**src/rtl/mstp_pkg.sv**
```systemverilog
`timescale 1ns / 1ps
// ----------------------------------------------------------------------------
// mstp_pkg
// Shared types and constants for the maximum spanning tree parent block.
// ----------------------------------------------------------------------------
package mstp_pkg;

  localparam int NODE_W          = 6;
  localparam int EDGE_W          = 32;
  localparam int CNT_CFG_W       = 7;
  localparam int DEF_MAX_NODES   = 64;
  localparam int DEF_WEIGHT_BITS = 32;

  localparam int PADDR_W = 3;
  localparam int PDATA_W = 32;

  localparam logic [PADDR_W-3:0]   REG_NODE_COUNT   = 1'b0;
  localparam logic [CNT_CFG_W-1:0] NODE_COUNT_RESET = 7'd64;

  typedef enum logic [1:0] {
    OP_IDLE,
    OP_INIT,
    OP_RELAX,
    OP_COMMIT
  } cell_op_t;

endpackage

```
**src/rtl/mstp_cell.sv**
```systemverilog
`timescale 1ns / 1ps
// ----------------------------------------------------------------------------
// mstp_cell
// One node of the tree build: keeps best edge, source, parent and tree flag,
// and passes the running best candidate on to the next cell.
// ----------------------------------------------------------------------------
module mstp_cell #(
  parameter int MAX_NODES   = 64,
  parameter int WEIGHT_BITS = 32,
  parameter int CELL_ID     = 1
) (
  input  logic                           clk,
  input  logic                           rst,
  input  mstp_pkg::cell_op_t             op,
  input  logic [$clog2(MAX_NODES)-1:0]   col,
  input  logic [$clog2(MAX_NODES)-1:0]   cur,
  input  logic [WEIGHT_BITS-1:0]         rd_weight,
  input  logic                           tok_found_in,
  input  logic [WEIGHT_BITS-1:0]         tok_weight_in,
  input  logic [$clog2(MAX_NODES)-1:0]   tok_index_in,
  output logic                           tok_found,
  output logic [WEIGHT_BITS-1:0]         tok_weight,
  output logic [$clog2(MAX_NODES)-1:0]   tok_index,
  output logic [$clog2(MAX_NODES)-1:0]   parent
);

  import mstp_pkg::*;

  localparam int IDX_W = $clog2(MAX_NODES);
  localparam logic [IDX_W-1:0] MY_ID = IDX_W'(CELL_ID);

  logic [WEIGHT_BITS-1:0] best;
  logic [IDX_W-1:0]       source;
  logic                   in_tree;

  logic                   hit;
  logic                   active;
  logic                   better;
  logic                   pass;
  logic                   take;
  logic [WEIGHT_BITS-1:0] cand;

  always_comb begin
    hit    = (col == MY_ID);
    active = hit && (op inside {OP_INIT, OP_RELAX});
    better = (best < rd_weight);
    if (op == OP_INIT) begin
      cand = rd_weight;
    end else begin
      cand = better ? rd_weight : best;
    end
    pass = (op == OP_RELAX) && in_tree;
    take = !pass && (!tok_found_in || (cand > tok_weight_in));
  end

  always_ff @(posedge clk) begin
    if (rst) begin
      in_tree   <= 1'b0;
      tok_found <= 1'b0;
    end else begin
      case (op)
        OP_INIT: begin
          if (hit) begin
            best    <= rd_weight;
            source  <= '0;
            in_tree <= 1'b0;
          end
        end
        OP_RELAX: begin
          if (hit && !in_tree && better) begin
            best   <= rd_weight;
            source <= cur;
          end
        end
        OP_COMMIT: begin
          if (cur == MY_ID) begin
            parent  <= source;
            in_tree <= 1'b1;
          end
        end
        default: begin
        end
      endcase
      if (active) begin
        tok_found  <= tok_found_in || !pass;
        tok_weight <= take ? cand : tok_weight_in;
        tok_index  <= take ? MY_ID : tok_index_in;
      end
    end
  end

endmodule

```
**config.mk**
```make
export PLATFORM = sky130hd
export DESIGN_NAME = mstp_cell
export DESIGN_NICKNAME = d
export VERILOG_FILES = /design/src/rtl/mstp_pkg.sv /design/src/rtl/mstp_cell.sv
export SDC_FILE = /design/constraint.sdc
export NUM_CORES = 1
export LEC_CHECK = 0
export CORE_AREA = 5 5 108 110
export CTS_CLUSTER_DIAMETER = 120
export DETAILED_ROUTE_END_ITERATION = 7
export DIE_AREA = 0 0 113 115
export DONT_BUFFER_PORTS = 1
export PLACE_DENSITY = 0.74
export SETUP_SLACK_MARGIN = 0.05
export SLEW_MARGIN = 20
export SYNTH_ARGS = -nofsm -noshare
export SYNTH_HDL_FRONTEND = slang
export SYNTH_SLANG_ARGS = --single-unit
```
**constraint.sdc**
```tcl
create_clock -name clk -period 6.1 [get_ports clk]
set_input_delay 0.305 -clock clk [delete_from_list [all_inputs] [get_ports clk]]
set_output_delay 0.305 -clock clk [all_outputs]
set_load 0.05 [all_outputs]
```
==> impl_metrics.yaml <==
floorplan:
  dieArea_um2: 13000
  core-area_um2: 10600
  die_x_um: 113
  io_pins: 132
  die_h_um: 115
  rows: 38
  initial_core_util: 0.497
min_path:
  min_from: "rd_weight[3]"
  hp-class: "primary input to flop"
cells_and_area:
  fin_area_um2: 5830
  layout.cells.non_filler: 587
  nets: 595
  area_delta_synth_final_pct: 10.7
  drive_above_1_share: 0.213
  nFillCells: 893
  n_antenna_cell: 0
pwr:
  power_leakage_nw: 2.53
  ir_drop_mv: 0.115
  power.density_nw_per_um2: 234
routing:
  routed_wl_um: 11200
  drt_iter0_drc: 189
  viasPerCell: 5.58
  drtPass1Iterations: 4
  drc_errors: 0
  antenna_left: 0
  drt-wirelength-per-cell_um: 19.0
  num_vias: 3275
critical_path:
  cp-start-kind: "flop"
  crit_arrival_ps: 5280
  path_class: "flop to flop"
  cp_cell_sequence: "ha_1 > and4_1 > nand2_1 > or4_4 > o311ai_4 > buf_12 > mux2_4 > ha_1 > nand4_1 > or2_2 > nor3_1 > o31ai_1 > a21boi_4 > buf_12 > mux2_2"
  crit_start: "best[30]"
  crit_path_top_delay_cell: "a21boi_4"
  reg2reg_setup_slack_ps: 940
  cpPeakStageDelay_ps: 600
  timing.rr.start: "best[30]"
  cpLargestDelayFamily: "simple AND/OR/NAND/NOR gates"
  worst-path-buf-inv: 2
  crit_required_ps: 6220
  worstSetupEndpointType: "flop"
  crit_fanout: 32
grt:
  grt_pass1_vias: 3451
  grt_remaining_overflow: 0
  grt_start_max_net_pins: 39
  antenna_found_initial: 0
  grt_use_total: 0.171
  grt_pass1_wl_um: 17200
sta:
  worst_clock_skew_ps: 7.61
  tns_ps: 0
  max_slew_margin: 0.404
  fmax_mhz: 194
  rsz0062_at_grt: "false"
  hold_viol: 0
  finalCriticalPeriod_ps: 5160
  max_slew.worst_pin.slew_ps: 892
  finalCritPeriodShare: 0.845
  setup_ws_ps: 943
  setup_viol: 0
  final_max_slew_viol_count: 0
synth:
  ys_ff_latch: 84
  synthXorXnorAreaFrac: 0
  ys_top_cells_by_count: "edfxtp_1, inv_1, ha_1, mux2_4, mux2_2"
  synth_area_per_cell_um2: 12.7
  synth_most_common_cell: "edfxtp_1"
  synth_mux_area_frac: 0.160
  synthCells: 416
  ys_warn_count: 0
  yosysSeqAreaShare: 0.475
  synth_top_family_by_area: "multiplexers"
  synth-compound-area-share: 0.0782
  synth-edff-count: 82
  synth_fa_ha_area_frac: 0.157
  synth_async_sr_flop_share: 0
  netlist_area_um2: 5270
  synthTopCellsByArea: "edfxtp_1, ha_1, mux2_4"
  synth_top_area_cell: "edfxtp_1"
  synth_ff_type: "edfxtp_1"
  yosysUniqueCellTypes: 39
  synth_simple_gate_area_frac: 0.0706
  yosysTopAreaCellShare: 0.468
  syn_nets: 569
clock_tree:
  clock_sinks: 84
  cts_tree: "built"
  cts_resized: 0
  cts_setup_buffers: 0
  htree_levels: 3
  cts_buffers: 9
  cts.clk_slew.worst_paths_ps: 90
  clock_path_buffers: 2
  clk_latency_ps: 370
  clockRootBuffer: "clkbuf_8"
placement:
  place.gp.congestion: 0.857
  post_dp_cell_area_um2: 5460
  dp_hpwl_um: 8390
  placed_cells: 553
  place_worst_setup_slack_ps: 928
  io_buffer_count: 0
status:
  status: "finished clean"
job:
  cap_violations: 0
==> where the power goes <==
part / switching (mW) / total (mW) / internal (mW)
logic: 0.140 / 0.305 / 0.165
clock network: 0.229 / 0.384 / 0.154
registers: 0.0124 / 0.677 / 0.665
==> cell families (layout without fill, tap and decap cells) <==
| logic type | Yosys count | after routing |
|---|---|---|
| flip-flops | 84 | 84 |
| adder cells (fa/ha/maj) | 66 | 66 |
| AND/OR/NAND/NOR | 67 | 67 |
| AO/OA/AOI/OAI | 59 | 59 |
| multiplexers | 64 | 64 |
| buffers and inverters | 76 | 107 |
==> layout by cell type, fill, tap and decap left out, types with 3 or more instances in the layout <==
cell           count
nor3_1             4
a21oi_1           21
nor4_1             3
clkbuf_8           9
edfxtp_1          82
mux2_4            33
clkinv_4           3
or2_2              4
and2_1             6
nor2b_1            7
nand2_1           10
nand3_1            4
a21o_1            13
inv_6              3
inv_1             69
o21ai_0            8
ha_1              66
dlygate4sd3_1     18
nor2_1             9
nand4_1           11
mux2_2            29
==> sequential cells by signal, summed over array words and instances (netlist names) <==
signal,cells
parent,6
tok_index,6
in_tree,1
source,6
tok_found,1
best,32
tok_weight,32
==> area by class of cell <==
cell class,count,area (um2),share of cell area
Tap cell,140,175,0.0301
Inverter,69,259,0.0444
Clock inverter,7,60.1,0.0103
Clock buffer,9,124,0.0213
Sequential cell,84,2500,0.429
Multi-Input combinational cell,256,2470,0.424
Timing Repair Buffer,22,235,0.0404
==> through the flow <==
stage	total power [mW]	utilization	hold WS (ps)
6_report	1.37	0.550	26.3
4_1_cts	1.38	0.534	6.64
2_1_floorplan	0.928	-	374
5_1_grt	1.45	0.550	0.169
3_3_place_gp	0.976	0.515	376
3_5_place_dp	0.989	0.515	385
==> worst paths after layout <==
check,to,cells after the start
setup / recovery,tok_weight[29],15
hold / removal,best[3],0
setup reg to reg,tok_weight[29],15
hold reg to reg,parent[4],0
==> routing by layer <==
layer,vias up,wire length (um),track usage
li1,1580,-,-
met1,1569,4380,0.193
met2,106,5550,0.291
met3,20,953,0.0684
met4,0,270,0.0689
met5,-,0,0
==> repair_timing <==
action                                  4_1_cts  5_1_grt
hold buffers                                  1       17
endpoints found under the setup margin        0        0
endpoints found under the hold margin         2       17
No activity file was read; power rests on OpenSTA's default activity.
